===== src/hw/rtl/esd_pkg.sv =====
`default_nettype none

package esd_pkg;

   // Width of the microsecond time base used for edge timing.
   localparam int TIME_BITS = 32;

   // Elapsed time times counts per revolution.
   localparam int PROD_W = TIME_BITS + 16;

   // Divider widths: the largest dividend is |count| * 5760, below 2^44.
   localparam int NUM_W = 44;
   localparam int DEN_W = PROD_W;
   localparam int CNT_W = $clog2(NUM_W + 1);

   // Width for comparing the elapsed time against the 20-bit timeout.
   localparam int CMP_W = (TIME_BITS > 20) ? TIME_BITS : 20;

   // Stream payload widths, padded to whole bytes.
   localparam int REQ_W = 56;
   localparam int RSP_W = 136;

   // Speed scale: 60e6 microseconds per minute times 16 for four fraction bits.
   localparam logic [29:0] SpeedNum   = 30'd960000000;
   // Angle scale: 360 degrees times 16 for four fraction bits.
   localparam logic [12:0] AngleScale = 13'd5760;
   localparam logic [19:0] RawMax     = 20'hFFFFF;
   localparam logic [39:0] PosMax     = 40'h7F_FFFF_FFFF;
   localparam logic [39:0] PosMin     = 40'h80_0000_0000;
   localparam logic signed [29:0] FiltAlpha = 30'sd71;
   localparam logic signed [29:0] FiltRound = 30'sd512;

   // Configuration register indexes.
   localparam logic [7:0] CsrMotorInverse = 8'd0;
   localparam logic [7:0] CsrCountsPerRev = 8'd1;
   localparam logic [7:0] CsrMaxRpm       = 8'd2;
   localparam logic [7:0] CsrTimeoutUs    = 8'd3;

   // Reset values of the configuration registers.
   localparam logic [15:0] CprReset  = 16'd360;
   localparam logic [15:0] MaxReset  = 16'd300;
   localparam logic [19:0] TmoReset  = 20'd1000;

   // Item kinds carried in req_tuser.
   localparam logic CmdEdge    = 1'b0;
   localparam logic CmdControl = 1'b1;

   typedef enum logic [6:0] {
      ST_IDLE  = 7'b0000001,
      ST_PREP  = 7'b0000010,
      ST_FILT  = 7'b0000100,
      ST_START = 7'b0001000,
      ST_WAIT  = 7'b0010000,
      ST_FIN   = 7'b0100000,
      ST_DONE  = 7'b1000000
   } esd_state_type;

   // Commands from the controller to the datapath.
   typedef struct packed {
      logic capture;
      logic prep;
      logic filt;
      logic start;
      logic finish;
      logic load;
   } esd_cmd_type;

   // Status from the datapath to the controller.
   typedef struct packed {
      logic is_ctrl;
      logic div_done;
   } esd_status_type;

endpackage

`default_nettype wire


===== src/hw/rtl/esd_div.sv =====
`default_nettype none

module esd_div
   import esd_pkg::*;
(
   input  wire logic             clock,
   input  wire logic             reset,
   input  wire logic             start,
   input  wire logic [NUM_W-1:0] num,
   input  wire logic [DEN_W-1:0] den,
   output logic                  done,
   output logic [NUM_W-1:0]      quo
);

   logic [DEN_W-1:0] rem_ff, rem_in;
   logic [DEN_W-1:0] den_ff, den_in;
   logic [NUM_W-1:0] quo_ff, quo_in;
   logic [CNT_W-1:0] cnt_ff, cnt_in;
   logic             done_ff, done_in;

   logic [DEN_W:0]   rem_sh;
   logic [DEN_W:0]   rem_diff;
   logic             ge;

   // One restoring step per cycle; the dividend shifts out as the quotient shifts in.
   always_comb begin
      rem_sh   = {rem_ff, quo_ff[NUM_W-1]};
      ge       = (rem_sh >= {1'b0, den_ff});
      rem_diff = rem_sh - {1'b0, den_ff};
      rem_in   = rem_ff;
      den_in   = den_ff;
      quo_in   = quo_ff;
      cnt_in   = cnt_ff;
      done_in  = done_ff;
      if (start) begin
         rem_in  = '0;
         den_in  = den;
         quo_in  = num;
         cnt_in  = CNT_W'(NUM_W);
         done_in = 1'b0;
      end else if (cnt_ff != '0) begin
         rem_in  = ge ? rem_diff[DEN_W-1:0] : rem_sh[DEN_W-1:0];
         quo_in  = {quo_ff[NUM_W-2:0], ge};
         cnt_in  = cnt_ff - CNT_W'(1);
         done_in = (cnt_ff == CNT_W'(1));
      end
   end

   // Control state is reset; the operand registers are not.
   always_ff @(posedge clock) begin
      if (reset) begin
         cnt_ff  <= '0;
         done_ff <= 1'b0;
      end else begin
         cnt_ff  <= cnt_in;
         done_ff <= done_in;
      end
      rem_ff <= rem_in;
      den_ff <= den_in;
      quo_ff <= quo_in;
   end

   assign done = done_ff;
   assign quo  = quo_ff;

endmodule

`default_nettype wire


===== src/hw/rtl/esd_dpath.sv =====
`default_nettype none

module esd_dpath
   import esd_pkg::*;
(
   input  wire logic              clock,
   input  wire logic              reset,
   // Fields from bit 0 up: enc_b_level, now_us, target_rpm, zero pad.
   input  wire logic [REQ_W-1:0]  req_tdata,
   // Fields from bit 0 up: cmd.
   input  wire logic              req_tuser,
   input  wire logic              csr_wr,
   input  wire logic [7:0]        csr_index,
   input  wire logic [31:0]       csr_data,
   input  wire esd_cmd_type       cmd,
   output esd_status_type         status,
   // Fields from bit 0 up: encoder_count, rpm_raw, rpm_filtered, position_deg,
   // feedback_level, pwm_duty, dir_in1, dir_in2, zero pad.
   output logic [RSP_W-1:0]       rsp_tdata,
   // Fields from bit 0 up: drive_valid.
   output logic                   rsp_tuser
);

   // Configuration registers.
   logic        inv_ff, inv_in;
   logic [15:0] cpr_ff, cpr_in;
   logic [15:0] maxr_ff, maxr_in;
   logic [19:0] tmo_ff, tmo_in;

   // Captured item.
   logic               cmd_ff, cmd_in;
   logic               b_ff, b_in;
   logic [31:0]        now_ff, now_in;
   logic signed [15:0] tgt_ff, tgt_in;

   // Block state.
   logic [31:0]          count_ff, count_in;
   logic [TIME_BITS-1:0] last_ff, last_in;
   logic signed [20:0]   raw_ff, raw_in;
   logic signed [20:0]   filt_ff, filt_in;
   logic signed [39:0]   angle_ff, angle_in;

   // Working registers.
   logic              up_ff, up_in;
   logic              enz_ff, enz_in;
   logic [PROD_W-1:0] prod_ff, prod_in;
   logic [7:0]        fb_ff, fb_in;
   logic [7:0]        duty_ff, duty_in;
   logic              in1_ff, in1_in;
   logic              in2_ff, in2_in;
   logic              dv_ff, dv_in;

   // Result register.
   logic [31:0] o_count_ff, o_count_in;
   logic [20:0] o_raw_ff, o_raw_in;
   logic [20:0] o_filt_ff, o_filt_in;
   logic [39:0] o_angle_ff, o_angle_in;
   logic [7:0]  o_fb_ff, o_fb_in;
   logic [7:0]  o_duty_ff, o_duty_in;
   logic        o_in1_ff, o_in1_in;
   logic        o_in2_ff, o_in2_in;
   logic        o_dv_ff, o_dv_in;

   // Combinational terms.
   logic [15:0]          cpr_eff, maxr_eff;
   logic [TIME_BITS-1:0] now_t, elapsed;
   logic                 tmo_hit, step_up;
   logic signed [29:0]   fdiff, fprod, fstep;
   logic signed [21:0]   fsum;
   logic [31:0]          cabs;
   logic [44:0]          cmul;
   logic [15:0]          tabs;
   logic [23:0]          tnum;
   logic [20:0]          fabs;
   logic [16:0]          fsh;
   logic [24:0]          fnum;
   logic [19:0]          mag;
   logic                 tgt_pos;

   // Divider ports.
   logic [NUM_W-1:0] a_num, b_num, c_num, a_quo, b_quo, c_quo;
   logic [DEN_W-1:0] a_den, b_den, c_den;
   logic             a_done, b_done, c_done;

   // Operand preparation.
   always_comb begin
      cpr_eff  = (cpr_ff == 16'd0) ? 16'd1 : cpr_ff;
      maxr_eff = (maxr_ff == 16'd0) ? 16'd1 : maxr_ff;
      now_t    = TIME_BITS'(now_ff);
      elapsed  = now_t - last_ff;
      tmo_hit  = (CMP_W'(elapsed) > CMP_W'(tmo_ff));
      step_up  = inv_ff ? b_ff : !b_ff;

      // Filter step: floor((d * 71 + 512) / 1024).
      fdiff = 30'(raw_ff) - 30'(filt_ff);
      fprod = fdiff * FiltAlpha;
      fstep = (fprod + FiltRound) >>> 10;
      fsum  = 22'(filt_ff) + 22'(fstep);

      cabs = count_ff[31] ? (32'd0 - count_ff) : count_ff;
      cmul = 45'(cabs) * 45'(AngleScale);
      tabs = tgt_ff[15] ? (16'd0 - tgt_ff) : tgt_ff;
      tnum = {tabs, 8'd0} - {8'd0, tabs};
      fabs = filt_ff[20] ? (21'd0 - filt_ff) : filt_ff;
      fsh  = fabs[20:4];
      fnum = {fsh, 8'd0} - {8'd0, fsh};

      mag     = (a_quo > NUM_W'(RawMax)) ? RawMax : a_quo[19:0];
      tgt_pos = !tgt_ff[15] && (tgt_ff != 16'sd0);
   end

   // Divider A: speed on an edge, duty on a control update.
   // Divider B: angle. Divider C: feedback level.
   always_comb begin
      a_num = (cmd_ff == CmdControl) ? NUM_W'(tnum) : NUM_W'(SpeedNum);
      a_den = (cmd_ff == CmdControl) ? DEN_W'(maxr_eff) : prod_ff;
      b_num = NUM_W'(cmul);
      b_den = DEN_W'(cpr_eff);
      c_num = NUM_W'(fnum);
      c_den = DEN_W'(maxr_eff);
   end

   esd_div u_div_a (
      .clock (clock),
      .reset (reset),
      .start (cmd.start),
      .num   (a_num),
      .den   (a_den),
      .done  (a_done),
      .quo   (a_quo)
   );

   esd_div u_div_b (
      .clock (clock),
      .reset (reset),
      .start (cmd.start),
      .num   (b_num),
      .den   (b_den),
      .done  (b_done),
      .quo   (b_quo)
   );

   esd_div u_div_c (
      .clock (clock),
      .reset (reset),
      .start (cmd.start),
      .num   (c_num),
      .den   (c_den),
      .done  (c_done),
      .quo   (c_quo)
   );

   // Next-state logic for configuration, item and state registers.
   always_comb begin
      inv_in   = inv_ff;
      cpr_in   = cpr_ff;
      maxr_in  = maxr_ff;
      tmo_in   = tmo_ff;
      cmd_in   = cmd_ff;
      b_in     = b_ff;
      now_in   = now_ff;
      tgt_in   = tgt_ff;
      count_in = count_ff;
      last_in  = last_ff;
      raw_in   = raw_ff;
      filt_in  = filt_ff;
      angle_in = angle_ff;
      up_in    = up_ff;
      enz_in   = enz_ff;
      prod_in  = prod_ff;
      fb_in    = fb_ff;
      duty_in  = duty_ff;
      in1_in   = in1_ff;
      in2_in   = in2_ff;
      dv_in    = dv_ff;

      // Register writes; indexes beyond the list are ignored.
      if (csr_wr) begin
         case (csr_index)
            CsrMotorInverse: inv_in  = csr_data[0];
            CsrCountsPerRev: cpr_in  = csr_data[15:0];
            CsrMaxRpm:       maxr_in = csr_data[15:0];
            CsrTimeoutUs:    tmo_in  = csr_data[19:0];
            default: ;
         endcase
      end

      if (cmd.capture) begin
         cmd_in = req_tuser;
         b_in   = req_tdata[0];
         now_in = req_tdata[32:1];
         tgt_in = req_tdata[48:33];
      end

      // Edge: step the count and time the edge. Control: clear a stale speed.
      if (cmd.prep) begin
         if (cmd_ff == CmdEdge) begin
            up_in    = step_up;
            count_in = step_up ? (count_ff + 32'd1) : (count_ff - 32'd1);
            enz_in   = (elapsed != '0);
            prod_in  = PROD_W'(elapsed) * PROD_W'(cpr_eff);
            last_in  = now_t;
         end else if ((tgt_ff == 16'sd0) && tmo_hit) begin
            raw_in = '0;
         end
      end

      if (cmd.filt) begin
         filt_in = 21'(fsum);
      end

      // Collect the quotients.
      if (cmd.finish) begin
         fb_in = (c_quo > NUM_W'(8'hFF)) ? 8'hFF : c_quo[7:0];
         if (cmd_ff == CmdEdge) begin
            if (enz_ff) begin
               raw_in = up_ff ? $signed({1'b0, mag}) : -$signed({1'b0, mag});
               if (!count_ff[31]) begin
                  angle_in = (b_quo > NUM_W'(PosMax)) ? PosMax : b_quo[39:0];
               end else begin
                  angle_in = (b_quo > NUM_W'(PosMin)) ? PosMin : (40'd0 - b_quo[39:0]);
               end
            end
            duty_in = 8'd0;
            in1_in  = 1'b0;
            in2_in  = 1'b0;
            dv_in   = 1'b0;
         end else begin
            duty_in = (a_quo > NUM_W'(8'hFF)) ? 8'hFF : a_quo[7:0];
            in1_in  = tgt_pos ^ inv_ff;
            in2_in  = !(tgt_pos ^ inv_ff);
            dv_in   = 1'b1;
         end
      end
   end

   // Result register loads when the controller hands the transaction out.
   always_comb begin
      o_count_in = o_count_ff;
      o_raw_in   = o_raw_ff;
      o_filt_in  = o_filt_ff;
      o_angle_in = o_angle_ff;
      o_fb_in    = o_fb_ff;
      o_duty_in  = o_duty_ff;
      o_in1_in   = o_in1_ff;
      o_in2_in   = o_in2_ff;
      o_dv_in    = o_dv_ff;
      if (cmd.load) begin
         o_count_in = count_ff;
         o_raw_in   = raw_ff;
         o_filt_in  = filt_ff;
         o_angle_in = angle_ff;
         o_fb_in    = fb_ff;
         o_duty_in  = duty_ff;
         o_in1_in   = in1_ff;
         o_in2_in   = in2_ff;
         o_dv_in    = dv_ff;
      end
   end

   always_ff @(posedge clock) begin
      if (reset) begin
         inv_ff   <= 1'b0;
         cpr_ff   <= CprReset;
         maxr_ff  <= MaxReset;
         tmo_ff   <= TmoReset;
         count_ff <= '0;
         last_ff  <= '0;
         raw_ff   <= '0;
         filt_ff  <= '0;
         angle_ff <= '0;
      end else begin
         inv_ff   <= inv_in;
         cpr_ff   <= cpr_in;
         maxr_ff  <= maxr_in;
         tmo_ff   <= tmo_in;
         count_ff <= count_in;
         last_ff  <= last_in;
         raw_ff   <= raw_in;
         filt_ff  <= filt_in;
         angle_ff <= angle_in;
      end
      cmd_ff     <= cmd_in;
      b_ff       <= b_in;
      now_ff     <= now_in;
      tgt_ff     <= tgt_in;
      up_ff      <= up_in;
      enz_ff     <= enz_in;
      prod_ff    <= prod_in;
      fb_ff      <= fb_in;
      duty_ff    <= duty_in;
      in1_ff     <= in1_in;
      in2_ff     <= in2_in;
      dv_ff      <= dv_in;
      o_count_ff <= o_count_in;
      o_raw_ff   <= o_raw_in;
      o_filt_ff  <= o_filt_in;
      o_angle_ff <= o_angle_in;
      o_fb_ff    <= o_fb_in;
      o_duty_ff  <= o_duty_in;
      o_in1_ff   <= o_in1_in;
      o_in2_ff   <= o_in2_in;
      o_dv_ff    <= o_dv_in;
   end

   assign status.is_ctrl  = (cmd_ff == CmdControl);
   assign status.div_done = a_done && b_done && c_done;

   assign rsp_tdata = {4'd0, o_in2_ff, o_in1_ff, o_duty_ff, o_fb_ff, o_angle_ff,
                       o_filt_ff, o_raw_ff, o_count_ff};
   assign rsp_tuser = o_dv_ff;

endmodule

`default_nettype wire


===== src/hw/rtl/esd_ctrl.sv =====
`default_nettype none

module esd_ctrl
   import esd_pkg::*;
(
   input  wire logic           clock,
   input  wire logic           reset,
   input  wire logic           req_tvalid,
   output logic                req_tready,
   output logic                rsp_tvalid,
   input  wire logic           rsp_tready,
   input  wire esd_status_type status,
   output esd_cmd_type         cmd
);

   esd_state_type state_ff, state_in;
   logic          rsp_tvalid_ff, rsp_tvalid_in;

   // Sequence one item through capture, preparation, division and hand-off.
   always_comb begin
      state_in = state_ff;
      cmd      = '0;
      case (state_ff)
         ST_IDLE: begin
            if (req_tvalid) begin
               cmd.capture = 1'b1;
               state_in    = ST_PREP;
            end
         end
         ST_PREP: begin
            cmd.prep = 1'b1;
            state_in = status.is_ctrl ? ST_FILT : ST_START;
         end
         ST_FILT: begin
            cmd.filt = 1'b1;
            state_in = ST_START;
         end
         ST_START: begin
            cmd.start = 1'b1;
            state_in  = ST_WAIT;
         end
         ST_WAIT: begin
            if (status.div_done) begin
               state_in = ST_FIN;
            end
         end
         ST_FIN: begin
            cmd.finish = 1'b1;
            state_in   = ST_DONE;
         end
         ST_DONE: begin
            if (!rsp_tvalid_ff || rsp_tready) begin
               cmd.load = 1'b1;
               state_in = ST_IDLE;
            end
         end
         default: begin
            state_in = ST_IDLE;
         end
      endcase
   end

   // The output register holds a result until its transaction completes.
   always_comb begin
      if (cmd.load) begin
         rsp_tvalid_in = 1'b1;
      end else if (rsp_tready) begin
         rsp_tvalid_in = 1'b0;
      end else begin
         rsp_tvalid_in = rsp_tvalid_ff;
      end
   end

   always_ff @(posedge clock) begin
      if (reset) begin
         state_ff      <= ST_IDLE;
         rsp_tvalid_ff <= 1'b0;
      end else begin
         state_ff      <= state_in;
         rsp_tvalid_ff <= rsp_tvalid_in;
      end
   end

   assign req_tready = (state_ff == ST_IDLE);
   assign rsp_tvalid = rsp_tvalid_ff;

   // An accepted item always moves on to preparation.
   a_accept_prep: assert property (@(posedge clock) disable iff (reset)
      (req_tvalid && req_tready) |=> (state_ff == ST_PREP))
      else $error("accepted item did not enter preparation");

   // Starting the dividers clears their done flags before the wait begins.
   a_start_clears_done: assert property (@(posedge clock) disable iff (reset)
      (state_ff == ST_START) |=> !status.div_done)
      else $error("divider done flag survived a start");

   // The filter runs only for control updates.
   a_filt_ctrl_only: assert property (@(posedge clock) disable iff (reset)
      (state_ff == ST_FILT) |-> status.is_ctrl)
      else $error("filter step on an encoder edge");

   // A loaded result is presented in the following cycle.
   a_load_shows: assert property (@(posedge clock) disable iff (reset)
      cmd.load |=> rsp_tvalid_ff)
      else $error("loaded result not presented");

endmodule

`default_nettype wire


===== src/hw/rtl/encoder_speed_and_drive.sv =====
// An item passes through capture, preparation, a filter step on control updates only,
// the 44-step restoring dividers, result collection and hand-off to the output register.
// Items are handled one at a time; the next item is accepted while a finished result
// waits in the output register.
// Reset is synchronous and active high: it clears the count, timing, speed and angle
// state, loads the register defaults, and leaves the block ready in the next cycle.
`default_nettype none

module encoder_speed_and_drive
   import esd_pkg::*;
(
   input  wire logic             clock,
   input  wire logic             reset,
   input  wire logic             req_tvalid,
   output logic                  req_tready,
   // Fields from bit 0 up: enc_b_level, now_us, target_rpm, zero pad.
   input  wire logic [REQ_W-1:0] req_tdata,
   // Fields from bit 0 up: cmd.
   input  wire logic             req_tuser,
   output logic                  rsp_tvalid,
   input  wire logic             rsp_tready,
   // Fields from bit 0 up: encoder_count, rpm_raw, rpm_filtered, position_deg,
   // feedback_level, pwm_duty, dir_in1, dir_in2, zero pad.
   output logic [RSP_W-1:0]      rsp_tdata,
   // Fields from bit 0 up: drive_valid.
   output logic                  rsp_tuser,
   input  wire logic             csr_valid,
   output logic                  csr_ready,
   input  wire logic [7:0]       csr_index,
   input  wire logic [31:0]      csr_data
);

   esd_cmd_type    cmd;
   esd_status_type status;
   logic           csr_wr;

   // Register writes are always taken.
   assign csr_ready = 1'b1;
   assign csr_wr    = csr_valid && csr_ready;

   esd_ctrl u_ctrl (
      .clock      (clock),
      .reset      (reset),
      .req_tvalid (req_tvalid),
      .req_tready (req_tready),
      .rsp_tvalid (rsp_tvalid),
      .rsp_tready (rsp_tready),
      .status     (status),
      .cmd        (cmd)
   );

   esd_dpath u_dpath (
      .clock     (clock),
      .reset     (reset),
      .req_tdata (req_tdata),
      .req_tuser (req_tuser),
      .csr_wr    (csr_wr),
      .csr_index (csr_index),
      .csr_data  (csr_data),
      .cmd       (cmd),
      .status    (status),
      .rsp_tdata (rsp_tdata),
      .rsp_tuser (rsp_tuser)
   );

endmodule

`default_nettype wire


===== config.mk =====
export PLATFORM = sky130hd
export DESIGN_NAME = encoder_speed_and_drive
export DESIGN_NICKNAME = d
export VERILOG_FILES = /design/src/hw/rtl/esd_pkg.sv /design/src/hw/rtl/esd_div.sv /design/src/hw/rtl/esd_dpath.sv /design/src/hw/rtl/esd_ctrl.sv /design/src/hw/rtl/encoder_speed_and_drive.sv
export SDC_FILE = /design/constraint.sdc
export NUM_CORES = 2
export LEC_CHECK = 0
export ABC_AREA = 0
export BUFFER_PORTS_ARGS = -buffer_cell sky130_fd_sc_hd__buf_2
export CAP_MARGIN = 5
export CORE_AREA = 2 2 444 446
export DETAILED_ROUTE_END_ITERATION = 8
export DIE_AREA = 0 0 446 448
export GPL_TIMING_DRIVEN = 0
export PLACE_DENSITY_LB_ADDON = 0.15
export SLEW_MARGIN = 20
export SYNTH_ARGS = -nofsm -noshare
export SYNTH_HDL_FRONTEND = slang
export SYNTH_SLANG_ARGS = --single-unit

===== constraint.sdc =====
create_clock -name clock -period 24.7 [get_ports clock]
set_input_delay 2.47 -clock clock [delete_from_list [all_inputs] [get_ports clock]]
set_output_delay 2.47 -clock clock [all_outputs]
set_load 0.01 [all_outputs]

==> out/metrics.csv <==
stage,metric,value,unit
timing,finalClockSkew,68.9,ps
worst_setup_path,path_class,reg2reg,
clock_network,cts_sinks,836,
clock_network,clockBufferDepth,3,
worst_setup_path,crit_slowest_cell,xor2_1,
global_route,grt-ovfl-total,0,
worst_setup_path,r2r_cells,34,
global_route,grt_pass1_vias,54128,
worst_setup_path,cp.required,25130,ps
global_route,antenna_found_initial,25,
global_route,grt_max_degree,49,
worst_setup_path,cpPeakStageDelay,890,ps
route,vias,54626,
floorplanning,io_pins,242,
worst_setup_path,startpoint,u_dpath.now_ff[0],
timing,post-route-period-util,43.8,%
hold_path,min_path_cells,0,
route,drtPass1Iterations,5,
clock_network,post_cts_buffers,0,
power,total_power,10500,µW
yosys,ys.flop_type,edfxtp_1,
timing,hold_viol_final,0,
yosys,ys_ff_latch,836,
layout,finalInstanceArea,76400,µm²
floorplanning,core,195000,µm²
worst_setup_path,ff2ff_setup_slack,13880,ps
yosys,synth.avg_cell_area,9.05,µm²
place,gp_congestion,0.910,
yosys,syn_inst,7503,
layout,n_fill_cell,19698,
clock_network,htreeDepth,3,
route,vias_per_cell,5.21,
clock_network,cts_tree,done,
worst_setup_path,crit_path_max_fanout,10,
yosys,yosys_warnings,0,
route,drt_iter0_drc,4055,
clock_network,clk_latency,750,ps
place,dpl_worst_slack,13830,ps
yosys,netlist_area,67900,µm²
timing,worst_slack,13880,ps
clock_network,root_buffer,clkbuf_16,
worst_setup_path,cpMostUsedCell,fa_1,
timing,timing.fmax,0.0924,GHz
route,ant_nets,0,
worst_setup_path,cp-start-kind,flip-flop,
worst_setup_path,arrival,11250,ps
yosys,ys_seq_area_share,31.1,%
layout,ff_latch_area,21100,µm²
route,wl_per_cell,21.0,µm
clock_network,numCtsBuffers,100,
timing,slew-limit-headroom,19.0,%
yosys,synth_cell_types,86,
global_route,grt_usage,21.8,%
floorplanning,fp.dieW,446,µm
timing,rsz0062_at_grt,false,
timing,fin_tns_setup,0,ps
power,p_per_area,137,nW/µm²
floorplanning,die_area,200000,µm²
hold_path,hold_end,u_dpath.o_fb_ff[4],
flow_run,maxCapViolCount,0,
clock_network,holdBufCountCts,0,
worst_setup_path,worstReg2RegStart,u_dpath.now_ff[0],
layout,multi_input_area,42100,µm²
timing,period_needed,10820,ps
layout,fin_nets,8980,
power,leakagePower,0.0328,µW
floorplanning,start_util,34.9,%
worst_setup_path,cp-end-kind,flip-flop,
timing,finalMaxSlewViolations,0,
layout,syn2layout_area_growth,12.6,%
route,routed_wl,220000,µm
place,place_hpwl,175000,µm
yosys,synth-edff-count,438,
hold_path,hp-class,reg2reg,
floorplanning,rows,162,
timing,holdWs,412,ps
hold_path,hold_start,u_dpath.fb_ff[4],
place,dpl_cell_area,72600,µm²
layout,drive_gt1_share,6.69,%
global_route,grt_pass1_wl,335000,µm
status,status,completed,
timing,worst_slew_pin_slew,1210,ps
place,io_buffers,217,
clock_network,cts_resized,0,
yosys,async_reset_ff_share,0,%
power,peakVddDrop,0.209,mV
timing,setup_viol,0,
worst_setup_path,r2r_end,u_dpath.prod_ff[47],
route,drc,0,
clock_network,clkTransAtPathRegs,60,ps
floorplanning,dieHeight,448,µm
-- layer usage --
layer | routed length (µm) | track usage (%) | part of all wire, %
met5 | 26 | 0 | 0.012
met4 | 6970 | 6.52 | 3.2
met3 | 8920 | 2.00 | 4.1
met2 | 103000 | 36.4 | 47
met1 | 102000 | 30.0 | 46
-- critical path, delay by kind of cell (launching register included) --
family / cells / cell delay [ps]
adders and majority gates: 9 / 3850
AOI/OAI and AO/OA: 12 / 3610
xor gates and xnor gates: 2 / 1000
DFF: 1 / 340
and+or+nand+nor: 4 / 610
buffers and inverters: 7 / 1060
-- synthesized netlist by cell type (138+ instances only) --
master | count | area [µm²]
nand2_1 | 919 | 3450
inv_1 | 903 | 3390
fa_1 | 519 | 10400
a21oi_1 | 517 | 2590
ha_1 | 515 | 6440
edfxtp_1 | 438 | 13200
nor2_1 | 427 | 1600
dfxtp_1 | 398 | 7970
o21ai_0 | 365 | 1830
clkbuf_1 | 337 | 1260
xnor2_1 | 265 | 2320
and2_1 | 232 | 1450
nor3_1 | 139 | 696
xor2_1 | 138 | 1210
-- cells by family (layout without fill, tap and decap cells) --
family          Yosys count  after routing  synth area share [%]
buf+inv                1271           1697                  7.10
other cells               2             15                0.0111
xor+xnor                403            403                  5.20
fa+ha+maj              1034           1034                  24.8
simple gates           2350           2350                  16.6
flops                   836            836                  31.1
mux                      64             64                 0.994
compound gates         1543           1543                  14.2
-- metrics by stage --
step / instances / util [%]
floorplan: 7506 / -
global route: 10479 / 39.3
global placement: 10265 / 37.1
detailed placement: 10284 / 37.3
finish: 10484 / 39.3
CTS: 10474 / 39.2
-- layout make-up --
type                            instances  area share, %
Sequential cell                       836           27.6
Inverter                              903           4.44
Clock inverter                         52          0.975
Multi-Input combinational cell       5399           55.1
Timing Repair Buffer                  236           1.91
Clock buffer                          138           3.86
Antenna cell                           10         0.0328
Tap cell                             2542           4.16
Buffer                                368           1.90
-- power by group --
part	total, µW	internal [µW]	leakage [µW]	switching (µW)
combinational	6580	2520	0.0236	4060
sequential	2250	2000	0.00739	252
clock	1640	981	0.00180	658
total	10500	5500	0.0328	4970
-- worst max path at each step --
stage,endpoint,cells after the start
floorplan,u_dpath.o_angle_ff[0],2
global placement,u_dpath.o_count_ff[23],3
detailed placement,u_dpath.prod_ff[47],32
CTS,u_dpath.prod_ff[47],32
global route,u_dpath.prod_ff[47],32
finish,u_dpath.prod_ff[47],34
-- cells in the final DEF (no fill, tap or decap), drive strengths merged, types with 23 or more instances in the layout --
cell type,instances
or4,31
a31oi,34
o211ai,37
o21a,64
nand3,105
nand2,919
edfxtp,438
a21o,129
nor2,427
inv,912
a21oi,517
o221ai,35
dfxtp,398
and3,24
buf,266
nand4,38
xnor2,265
o21ai,367
xor2,138
clkbuf,476
or3,65
nor4,67
mux2i,37
nor3,139
or2,23
a211oi,113
and2,232
nor2b,113
o31ai,41
nand2b,80
mux2,27
fa,519
clkinv,28
ha,515
nand3b,40
-- registers in the layout (all words and copies together), names as in the netlist, 40 cells and up --
| register | flops |
|---|---|
| u_dpath.angle_ff | 40 |
| u_dpath.u_div_c.quo | 44 |
| u_dpath.u_div_b.rem_ff | 48 |
| u_dpath.prod_ff | 48 |
| u_dpath.u_div_a.den_ff | 48 |
| u_dpath.u_div_b.quo | 44 |
| u_dpath.u_div_c.rem_ff | 48 |
| u_dpath.u_div_a.quo | 44 |
| u_dpath.u_div_a.rem_ff | 48 |
| u_dpath.o_angle_ff | 40 |
Note: power is estimated with default switching activity, not from simulation.
